## src/hdl/sorted_alarm_timer_queue_unit_defines.svh

```systemverilog
// ----------------------------------------------------------------------------
// Sorted alarm timer queue: assertion macros
// Shared wrappers that clock every property on clk_i and mute it in reset.
// ----------------------------------------------------------------------------
`ifndef SORTED_ALARM_TIMER_QUEUE_UNIT_DEFINES_SVH
`define SORTED_ALARM_TIMER_QUEUE_UNIT_DEFINES_SVH

// A condition that must hold at every clock edge.
`define SATQ_ASSERT_ALWAYS(label, cond, msg) \
  label: assert property (@(posedge clk_i) disable iff (!rst_ni) (cond)) \
    else $error(msg);

// A condition that must hold in the same cycle as its trigger.
`define SATQ_ASSERT_IMPL(label, pre, post, msg) \
  label: assert property (@(posedge clk_i) disable iff (!rst_ni) (pre) |-> (post)) \
    else $error(msg);

// A condition that must hold in the cycle after its trigger.
`define SATQ_ASSERT_NEXT(label, pre, post, msg) \
  label: assert property (@(posedge clk_i) disable iff (!rst_ni) (pre) |=> (post)) \
    else $error(msg);

`endif

```

## src/hdl/satq_pkg.sv

```systemverilog
`timescale 1ns / 1ps
// ----------------------------------------------------------------------------
// Sorted alarm timer queue package
// Widths, operation and result codes, cell commands and shared types.
// ----------------------------------------------------------------------------
package satq_pkg;

  // Field widths of the words on both channels.
  localparam int unsigned OpW   = 3;
  localparam int unsigned KindW = 2;
  localparam int unsigned SessW = 32;
  localparam int unsigned TimeW = 64;

  // Default number of queue slots.
  localparam int unsigned QueueDepth = 16;

  // A single tick rings at most this many alarms.
  localparam int unsigned MaxRings  = 16;
  localparam int unsigned RingCntW  = $clog2(MaxRings);

  // Operation codes of an input word.
  typedef enum logic [OpW-1:0] {
    OP_TICK     = 3'd0,
    OP_WAIT_REL = 3'd1,
    OP_WAIT_ABS = 3'd2,
    OP_CANCEL   = 3'd3,
    OP_TIME     = 3'd4
  } op_e;

  // Kinds of an output word.
  typedef enum logic [KindW-1:0] {
    KIND_RING   = 2'd0,
    KIND_TIME   = 2'd1,
    KIND_REJECT = 2'd2
  } kind_e;

  // Command broadcast to every cell of the queue.
  typedef enum logic [1:0] {
    CELL_HOLD   = 2'd0,
    CELL_INSERT = 2'd1,
    CELL_POP    = 2'd2
  } cell_cmd_e;

  // Controller states.
  typedef enum logic [2:0] {
    ST_IDLE   = 3'd0,
    ST_INSERT = 3'd1,
    ST_CANCEL = 3'd2,
    ST_TICK   = 3'd3,
    ST_FLUSH  = 3'd4,
    ST_REPLY  = 3'd5
  } state_e;

  // One queue slot as seen by its neighbors.
  typedef struct packed {
    logic             occ;
    logic             valid;
    logic [SessW-1:0] sess;
    logic [TimeW-1:0] due;
  } entry_t;

  // Control word shared by all cells.
  typedef struct packed {
    cell_cmd_e        cmd;
    logic [SessW-1:0] sess;
    logic [TimeW-1:0] due;
  } cell_ctl_t;

  localparam entry_t EmptyEntry = '{occ: 1'b0, valid: 1'b0, sess: '0, due: '0};

endpackage

```

## src/hdl/satq_cell.sv

```systemverilog
`timescale 1ns / 1ps
// ----------------------------------------------------------------------------
// Sorted alarm timer queue cell
// One queue slot. Cell 0 is the due end; later alarms sit in higher cells.
// ----------------------------------------------------------------------------
module satq_cell (
  input  logic                clk_i,
  input  logic                rst_ni,
  input  satq_pkg::cell_ctl_t ctl_i,
  input  satq_pkg::entry_t    lower_i,
  input  logic                lower_le_i,
  input  satq_pkg::entry_t    upper_i,
  input  logic                token_i,
  output satq_pkg::entry_t    entry_o,
  output logic                le_o,
  output logic                token_o
);

  logic                       occ_q, occ_d;
  logic                       valid_q, valid_d;
  logic                       token_q;
  logic [satq_pkg::SessW-1:0] sess_q, sess_d;
  logic [satq_pkg::TimeW-1:0] due_q, due_d;
  logic                       hit;

  assign entry_o = '{occ: occ_q, valid: valid_q, sess: sess_q, due: due_q};

  // This slot holds an alarm due no later than the one being inserted.
  assign le_o = occ_q && (due_q <= ctl_i.due);

  // The cancel token stops at the first live alarm of the session.
  assign hit     = token_q && occ_q && valid_q && (sess_q == ctl_i.sess);
  assign token_o = token_q && !hit;

  // Next slot contents.
  always_comb begin
    occ_d   = occ_q;
    valid_d = valid_q;
    sess_d  = sess_q;
    due_d   = due_q;
    case (ctl_i.cmd)
      satq_pkg::CELL_INSERT: begin
        if (!le_o) begin
          if (lower_le_i) begin
            occ_d   = 1'b1;
            valid_d = 1'b1;
            sess_d  = ctl_i.sess;
            due_d   = ctl_i.due;
          end else if (lower_i.occ) begin
            occ_d   = lower_i.occ;
            valid_d = lower_i.valid;
            sess_d  = lower_i.sess;
            due_d   = lower_i.due;
          end
        end
      end
      satq_pkg::CELL_POP: begin
        occ_d   = upper_i.occ;
        valid_d = upper_i.valid;
        sess_d  = upper_i.sess;
        due_d   = upper_i.due;
      end
      default: begin
        if (hit) begin
          valid_d = 1'b0;
        end
      end
    endcase
  end

  // Occupancy, valid bit and cancel token.
  always_ff @(posedge clk_i or negedge rst_ni) begin
    if (!rst_ni) begin
      occ_q   <= 1'b0;
      valid_q <= 1'b0;
      token_q <= 1'b0;
    end else begin
      occ_q   <= occ_d;
      valid_q <= valid_d;
      token_q <= token_i;
    end
  end

  // Alarm payload.
  always_ff @(posedge clk_i) begin
    sess_q <= sess_d;
    due_q  <= due_d;
  end

endmodule
```

## config.mk

```make
export PLATFORM = sky130hd
export DESIGN_NAME = satq_cell
export DESIGN_NICKNAME = d
export VERILOG_FILES = /design/src/hdl/sorted_alarm_timer_queue_unit_defines.svh /design/src/hdl/satq_pkg.sv /design/src/hdl/satq_cell.sv
export SDC_FILE = /design/constraint.sdc
export NUM_CORES = 1
export LEC_CHECK = 0
export ABC_AREA = 1
export BUFFER_PORTS_ARGS = -buffer_cell sky130_fd_sc_hd__buf_2
export CELL_PAD_IN_SITES_DETAIL_PLACEMENT = 1
export CELL_PAD_IN_SITES_GLOBAL_PLACEMENT = 1
export CORE_MARGIN = 4
export CORE_UTILIZATION = 28
export CTS_CLUSTER_DIAMETER = 80
export CTS_CLUSTER_SIZE = 40
export DETAILED_ROUTE_END_ITERATION = 10
export PLACE_DENSITY = 0.86
export SLEW_MARGIN = 40
export SYNTH_ARGS = -nofsm -noshare
export SYNTH_HDL_FRONTEND = slang
export SYNTH_SLANG_ARGS = --single-unit
```

## constraint.sdc

```tcl
create_clock -name clk_i -period 3.47 [get_ports clk_i]
set_input_delay 0.694 -clock clk_i [delete_from_list [all_inputs] [get_ports clk_i]]
set_output_delay 0.694 -clock clk_i [all_outputs]
set_load 0.02 [all_outputs]
```

**Word-level counts from Yosys, hierarchy flattened**

Index checks and enable logic that the tools add are counted.

- Register bits after elaboration: 99
- Bits of input ports: 298
- Output and inout bits: 100

- $lt $le $gt $ge: 1
- Equality and inequality tests: 5
- Reduce and logical (&&, ||, !) cells: 10
- Muxes and demuxes: 17

Operators with widths:

| operator | number |
|---|---|
| 64-bit two-way mux | 3 |
| 64-bit case mux with 2 select lines | 1 |
| 32-bit two-way mux | 3 |
| 64-bit less-or-equal comparator | 1 |
| 32-bit case mux with 2 select lines | 1 |
| 32-bit == test | 1 |
| 1-bit two-way mux | 7 |
| 3-bit AND reduction | 2 |
| 1-bit logical AND | 5 |
| 1-bit case mux with 2 select lines | 2 |
| 3-bit != test, second input constant | 1 |
| 3-bit nonzero test | 1 |
| 2-bit by 1-bit == test with 1-bit output, second input constant | 1 |
| 2-bit == test, second input constant | 1 |
| 2-bit != test, second input constant | 1 |
| 2-bit nonzero test | 1 |
| 1-bit zero test | 1 |

**Longest topological paths before layout**

Gate-level depths: netlist (run 1).

- Depth after elaboration: 5
- Mapped depth: 20
- Mapped depth without buffers: 20

**Worst setup path before layout (run 1)**

OpenSTA, ideal clock, no wires.

- Path kind: input-to-reg
- Start point: input ctl_i[63] (netlist name)
- End point: register due_q[0] (netlist name), enable pin
- Path slack: -703 ps
- Cell stages on the path: 14
- Buffers on the path: 0
- Required time: 3020 ps
- Arrival: 3723 ps
- Path through: inv_1 > ha_1 > nand2_1 > inv_1 > nand3_2 > nor3_4 > inv_2 > nor3_2 > nand2_1 > nand2_1 > nand2_1 > nand3_2 > nand2_2 > inv_1

- Longest elaborated chain between the ends: 4

Ends and longest elaborated chain:

| what | line | source |
|---|---|---|
| start: declaration | satq_cell.sv:9 | `input satq_pkg::cell_ctl_t ctl_i,` |
| 64-bit less-or-equal comparator | satq_cell.sv:29 | `assign le_o = occ_q && (due_q <= ctl_i.due);` |
| 1-bit logical AND | satq_cell.sv:29 |  |
| 2-bit != test (no source line) | -- |  |
| 3-bit AND reduction (no source line) | -- |  |
| end signal: assignment | satq_cell.sv:87 | `due_q <= due_d;` |
| end: declaration | satq_cell.sv:23 | `logic [satq_pkg::TimeW-1:0] due_q, due_d;` |

No other way between the ends.
A chain may end at the register's enable or synchronous reset.

**Worst setup path in the final report (run 1)**

- Start point: input ctl_i[43] (netlist name)
- End point: output le_o

- Longest elaborated chain between the ends: 2

Ends and longest elaborated chain:

| what | line | source |
|---|---|---|
| 64-bit less-or-equal comparator | satq_cell.sv:29 |  |
| 1-bit logical AND | satq_cell.sv:29 |  |
| end: declaration | satq_cell.sv:15 | `output logic le_o,` |

No other way between the ends.

==> impl_metrics.csv, run 1 <==
group,metric,value,unit
layout,instances_no_fill,1619,
pwr,internal_power,0.002393,W
sta,fin_skew,0.01609,ns
worst_setup_path,rr_endpoint,"sess_q[30]",
sta,fin_hold_ws,0.1528,ns
sta,hold_viol,0,
die,dieHeight,167.7,um
worst_setup_path,endpoint_kind,"output pin",
die,fp.dieW,167.7,um
cts,clockRootBuffer,"clkbuf_16",
pwr,seq_power_share,42.4,%
layout,utilization,39.32,%
worst_setup_path,cp_max_fo,2,
placed_design,port_buffers,397,
routing,drtAntennaViolNets,0,
yosys,syn_area,0.007137,sq mm
die,fp.coreArea,0.02511,sq mm
routing,vias_per_cell,4.897,
yosys,synth-edff-count,96,
cts,clkTransAtPathRegs,0.07,ns
pwr,powerDensity,367.9,mW/mm^2
sta,timing.setup.tns,0,ns
layout,drive_above_1_share,35.33,%
cts,cts_tree,"yes",
yosys,ys_ff_latch,99,
cts,holdBufCountCts,0,
die,design.die.area,0.02811,sq mm
sta,rsz0062_at_grt,"no",
routing,dr.first_iter.drc_count,320,
layout,multi_input_area,0.003709,sq mm
grt,grt_usage,19.85,%
cts,max-clock-path-buffers,2,
pwr,ir_worst_vdd,158.4,uV
sta,setup_viol,0,
layout,num-nets-final,1647,
sta,worst_slew_pin_slew,0.7362,ns
routing,drc,0,
die,pin_count,398,
sta,fin_crit_sh,89.28,%
sta,timing.slew.headroom,50.92,%
sta,fmax,0.3228,GHz
hold_path,hold_path_class,"in -> async",
routing,wl_per_cell,18.05,um
worst_setup_path,cp-start-kind,"input port",
worst_setup_path,worst-setup-path-type,"in -> out",
yosys,synth_ff_type,"edfxtp_1",
run_status,status,"complete, no violations",
placed_design,hpwl,23260,um
placed_design,place_congestion,0.9241,
cts,cts.sinks,99,
pwr,p_clk_share,27.3,%
routing,vias,7929,
yosys,postSynthCellCount,909,
layout,final_common_cell,"buf_2",
die,rows,58,
cts,cts_resized,0,
placed_design,dp_cells,1602,
worst_setup_path,r2r_cells,14,
pwr,p_sw,0.001240,W
yosys,synth_cell_types,31,
cts,cts_buffers,9,
grt,grt_max_degree,98,
routing,firstDrtPassIters,4,
layout,final_cell_mix,"buf_2 (396), a21oi_1 (224), nand2_1 (179)",
routing,routed_wl,29220,um
pwr,leakage,4.866,nW
sta,drv_slew,0,
worst_setup_path,crit_required,2.78,ns
layout,seq_area,0.002958,sq mm
worst_setup_path,worst_ep_arrival_time,2.40,ns
sta,fin_crit,3.098,ns
cts,htree_levels,3,
grt,grt_pass1_vias,8436,
grt,grt_first_pass_wirelength,44470,um
layout,fill_cells,3188,
yosys,yosysWarnings,0,
layout,area_growth,38.34,%
grt,grt_overflow,0,
flow_run,drv_cap,0,
placed_design,pre_cts_ws,0.3008,ns
cts,insertion_delay,0.35,ns
yosys,syn_area_per_cell,7.851,sq um
worst_setup_path,worstReg2RegStart,"due_q[29]",
pwr,switching_share,34.14,%
cts,cts_setup_buffers,0,
yosys,yosysSeqAreaShare,41.44,%
worst_setup_path,rrSetupSlack,0.83,ns
pwr,p_comb_share,30.3,%
yosys,synth_fp_nets,1273,
die,start_util,28.42,%
grt,antenna_found_initial,2,
sta,worst_slack,0.3719,ns
yosys,synthArstFlopShare,3.030,%
==> Yosys cell counts (3+ instances only) <==
library cell	n	area, sq um
a21oi_1	224	1121
buf_1	7	26.28
buf_2	6	30.03
clkbuf_1	29	108.9
dfrtp_1	3	75.07
edfxtp_1	96	2883
ha_1	66	825.8
inv_1	95	356.6
nand2_1	180	675.7
nand3_1	12	60.06
nand4_1	9	56.30
nor2_1	116	435.4
nor3_1	6	30.03
o21a_1	3	22.52
o21ai_0	7	35.03
or2_2	10	62.56
xnor2_1	18	157.7
==> state kept, by name, summed over array words and instances (netlist names) <==
name     count
due_q       64
sess_q      32
occ_q        1
token_q      1
valid_q      1
==> area by class of cell <==
type / count / share of cell area [%]
multi-input cells: 668 / 37.56
flip-flops and latches: 99 / 29.96
repair buffers: 407 / 21.54
well taps: 330 / 4.182
inverters: 98 / 3.941
clock buffers: 9 / 2.281
clock inverters: 7 / 0.5069
diodes: 1 / 0.02535
==> logic make-up after synthesis <==
group,count (synthesis),synth area share [%]
compound gates,242,17.37
fa+ha+maj,66,11.57
flops,99,41.44
xor+xnor,20,2.454
simple gates,340,19.48
buf+inv,142,7.679
==> through the flow <==
step	cell area [sq um]	total power, W
floorplan	7221	0.002179
global placement	9595	0.002643
CTS	9871	0.003699
global route	9873	0.003867
finish	9873	0.003633
detailed placement	9595	0.002683
==> power groups by stage <==
stage	logic [W]	clock network (W)	registers, W
after detailed placement	0.00112	0	0.00157
final	0.00110	0.000990	0.00154
after CTS	0.00112	0.00104	0.00154
after global routing	0.00123	0.00108	0.00156
after global placement	0.00108	0	0.00156
after floorplan	0.000488	0	0.00169
==> layer usage <==
metal  track usage [%]  wire length [um]  vias to the layer above
met4             7.516              1089                        2
li1                  -                 -                     3796
met1             21.89             11130                     3736
met5                 0                18                        -
met3             5.524              2194                       71
met2             36.19             14780                      324
==> critical path, cell delays in order <==
cell and delay [ns]:
buf_2 0.16, inv_8 0.04, ha_4 0.25, nand2_1 0.05
inv_1 0.07, nand3_1 0.06, nor2_1 0.16, nand3b_1 0.15
nor3_2 0.24, nand4_1 0.13, a21boi_0 0.18, buf_2 0.22
==> how the worst max path moves through the flow <==
stage | endpoint | startpoint | slack [ns]
detailed placement | due_q[31] | ctl_i[30] | 0.30
finish | le_o | ctl_i[43] | 0.37
global placement | le_o | ctl_i[43] | 0.30
floorplan | due_q[0] | ctl_i[43] | -0.17
CTS | le_o | ctl_i[43] | 0.29
global route | le_o | ctl_i[43] | 0.11
Power figures use the tool's default switching activity.
==> run 2: changes to the inputs <==
--- a/config.mk
+++ b/config.mk
@@ -10,11 +10,12 @@
 export CELL_PAD_IN_SITES_DETAIL_PLACEMENT = 1
 export CELL_PAD_IN_SITES_GLOBAL_PLACEMENT = 1
 export CORE_MARGIN = 4
-export CORE_UTILIZATION = 28
+export CORE_UTILIZATION = 29
+export CTS_BUF_LIST = sky130_fd_sc_hd__clkbuf_8
 export CTS_CLUSTER_DIAMETER = 80
 export CTS_CLUSTER_SIZE = 40
 export DETAILED_ROUTE_END_ITERATION = 10
-export PLACE_DENSITY = 0.86
+export PLACE_DENSITY = 0.88
 export SLEW_MARGIN = 40
 export SYNTH_ARGS = -nofsm -noshare
 export SYNTH_HDL_FRONTEND = slang
==> run 2 against run 1 <==
Non-clock buffer count up 2. Register-to-register slack worse by 0.11 ns. Clock skew up 0.010 ns. Clock power down 26%. Global-route usage up 0.90 points. First-iteration DRC count up 19%. Utilization up 0.94 points. Critical path type unchanged. Setup slack worse by 0.13 ns. Die area down 3.3%. Total power down 6.8%. Largest power group unchanged.
==> impl_metrics.csv, run 2 (synthesized netlist as in run 1, its figures left out) <==
group,metric,value,unit
run_status,status,"complete, no violations",
sta,fin_crit,3.229,ns
pwr,seq_power_share,45.5,%
routing,vias,7918,
routing,drc,0,
sta,worst_slack,0.2405,ns
layout,drive_above_1_share,35.43,%
sta,drv_slew,0,
pwr,internal_power,0.002166,W
pwr,powerDensity,346.9,mW/mm^2
placed_design,port_buffers,397,
layout,utilization,40.26,%
sta,hold_viol,0,
cts,cts_setup_buffers,0,
sta,fin_crit_sh,93.07,%
worst_setup_path,crit_slowest_cell,"nor3_2",
die,dieHeight,164.9,um
worst_setup_path,worst-setup-path-type,"in -> out",
placed_design,pre_cts_ws,0.2308,ns
layout,seq_area,0.002958,sq mm
die,fp.coreArea,0.02425,sq mm
cts,max-clock-path-buffers,2,
routing,vias_per_cell,4.897,
worst_setup_path,endpoint_kind,"output pin",
die,rows,57,
layout,regMostFlops,"due_q",
placed_design,hpwl,24090,um
layout,area_growth,36.78,%
layout,num-nets-final,1649,
pwr,p_sw,0.001220,W
routing,dr.first_iter.drc_count,380,
grt,grt_first_pass_wirelength,43880,um
grt,grt_overflow,0,
cts,htree_levels,3,
sta,worst_slew_pin_slew,0.8215,ns
sta,timing.slew.headroom,45.23,%
die,design.die.area,0.02718,sq mm
pwr,switching_share,36.04,%
routing,routed_wl,29810,um
sta,rsz0062_at_grt,"no",
cts,clockRootBuffer,"clkbuf_8",
worst_setup_path,cp-start-kind,"input port",
cts,clkTransAtPathRegs,0.10,ns
die,fp.dieW,164.9,um
layout,instances_no_fill,1617,
pwr,p_clk_share,21.7,%
cts,cts_resized,0,
sta,fin_skew,0.02635,ns
pwr,p_comb_share,32.8,%
placed_design,place_congestion,0.8192,
cts,insertion_delay,0.38,ns
worst_setup_path,cp_max_fo,2,
worst_setup_path,worst_ep_arrival_time,2.54,ns
cts,holdBufCountCts,0,
grt,grt_max_degree,67,
cts,cts_tree,"yes",
layout,post-route-cell-area,0.009762,sq mm
cts,cts.sinks,99,
sta,timing.setup.tns,0,ns
layout,final_common_cell,"buf_2",
cts,cts_buffers,9,
layout,final_cell_mix,"buf_2 (395), a21oi_1 (224), nand2_1 (179)",
worst_setup_path,crit_required,2.78,ns
layout,top_regs,"due_q (64), sess_q (32)",
die,pin_count,398,
sta,setup_viol,0,
hold_path,hold_path_class,"in -> async",
worst_setup_path,path_cells,"buf_2 -> inv_8 -> ha_4 -> nand2_1 -> inv_1 -> nand3_1 -> nor2_1 -> nand3b_1 -> nor3_2 -> nand4_1 -> a21boi_0 -> buf_4",
die,start_util,29.43,%
pwr,leakage,4.825,nW
routing,firstDrtPassIters,4,
grt,grt_usage,20.75,%
sta,fmax,0.3096,GHz
placed_design,dp_cells,1598,
routing,drtAntennaViolNets,0,
worst_setup_path,cpLargestDelayFamily,"simple AND/OR/NAND/NOR gates",
layout,multi_input_area,0.003709,sq mm
worst_setup_path,cpPeakStageDelay,0.28,ns
pwr,ir_worst_vdd,198.0,uV
flow_run,drv_cap,0,
worst_setup_path,path_buf_inv,4,
placed_design,dpl-instance-area,0.009578,sq mm
grt,antenna_found_initial,3,
layout,largest_reg_flops,64,
layout,fill_cells,3132,
grt,grt_pass1_vias,8389,
routing,wl_per_cell,18.44,um
==> run 2: routing by layer <==
| layer | wire [um] | global-route usage [%] |
|---|---|---|
| met5 | 8 | 0 |
| met1 | 11220 | 22.65 |
| met4 | 909 | 7.070 |
| met2 | 15160 | 38.17 |
| met3 | 2521 | 6.139 |
==> run 2: power groups by stage <==
stage	Sequential, W	Combinational [W]	Clock (W)
after floorplan	0.00169	0.000488	0
after global placement	0.00156	0.00108	0
after detailed placement	0.00157	0.00112	0
after CTS	0.00154	0.00113	0.000771
after global routing	0.00155	0.00124	0.000823
final	0.00154	0.00111	0.000736
==> run 2: path summary, 6_finish.rpt <==
kind                                 from          to  slack (ns)  depth (start not counted)
worst max-delay path            ctl_i[43]        le_o        0.24                         12
worst min-delay path               rst_ni     token_q        0.12                          1
worst max register to register  due_q[47]  sess_q[16]        0.72                         12
worst min register to register    valid_q     valid_q        0.52                          2
max in group asynchronous          rst_ni       occ_q        3.20                          1
min in group clk_i                token_i     token_q        0.44                          1
==> run 2: through the flow <==
step / total power [W] / hold WS (ns)
6_report: 0.003386 / 0.1216
5_1_grt: 0.003611 / 0.08123
4_1_cts: 0.003438 / 0.08500
3_5_place_dp: 0.002688 / 0.5052
3_3_place_gp: 0.002640 / 0.4952
2_1_floorplan: 0.002179 / 0.3984
==> run 2: worst reg2reg max path, stage by stage, from the launching register on <==
cell        delay [ns]
edfxtp_1          0.47
ha_4              0.31
nand4_1           0.16
nor2_1            0.19
nand3b_1          0.13
nor3_2            0.28
nand2_1           0.09
nand2_1           0.07
nand2_1           0.07
nand3_2           0.10
nand2_2           0.08
clkinvlp_4        0.12
buf_12            0.29
==> run 2: cell type report <==
type	instances	area share, %
multi-input cells	668	37.99
repair buffers	409	21.71
well taps	324	4.153
diodes	3	0.07690
inverters	98	3.986
clock inverters	7	0.5127
flip-flops and latches	99	30.30
clock buffers	9	1.269
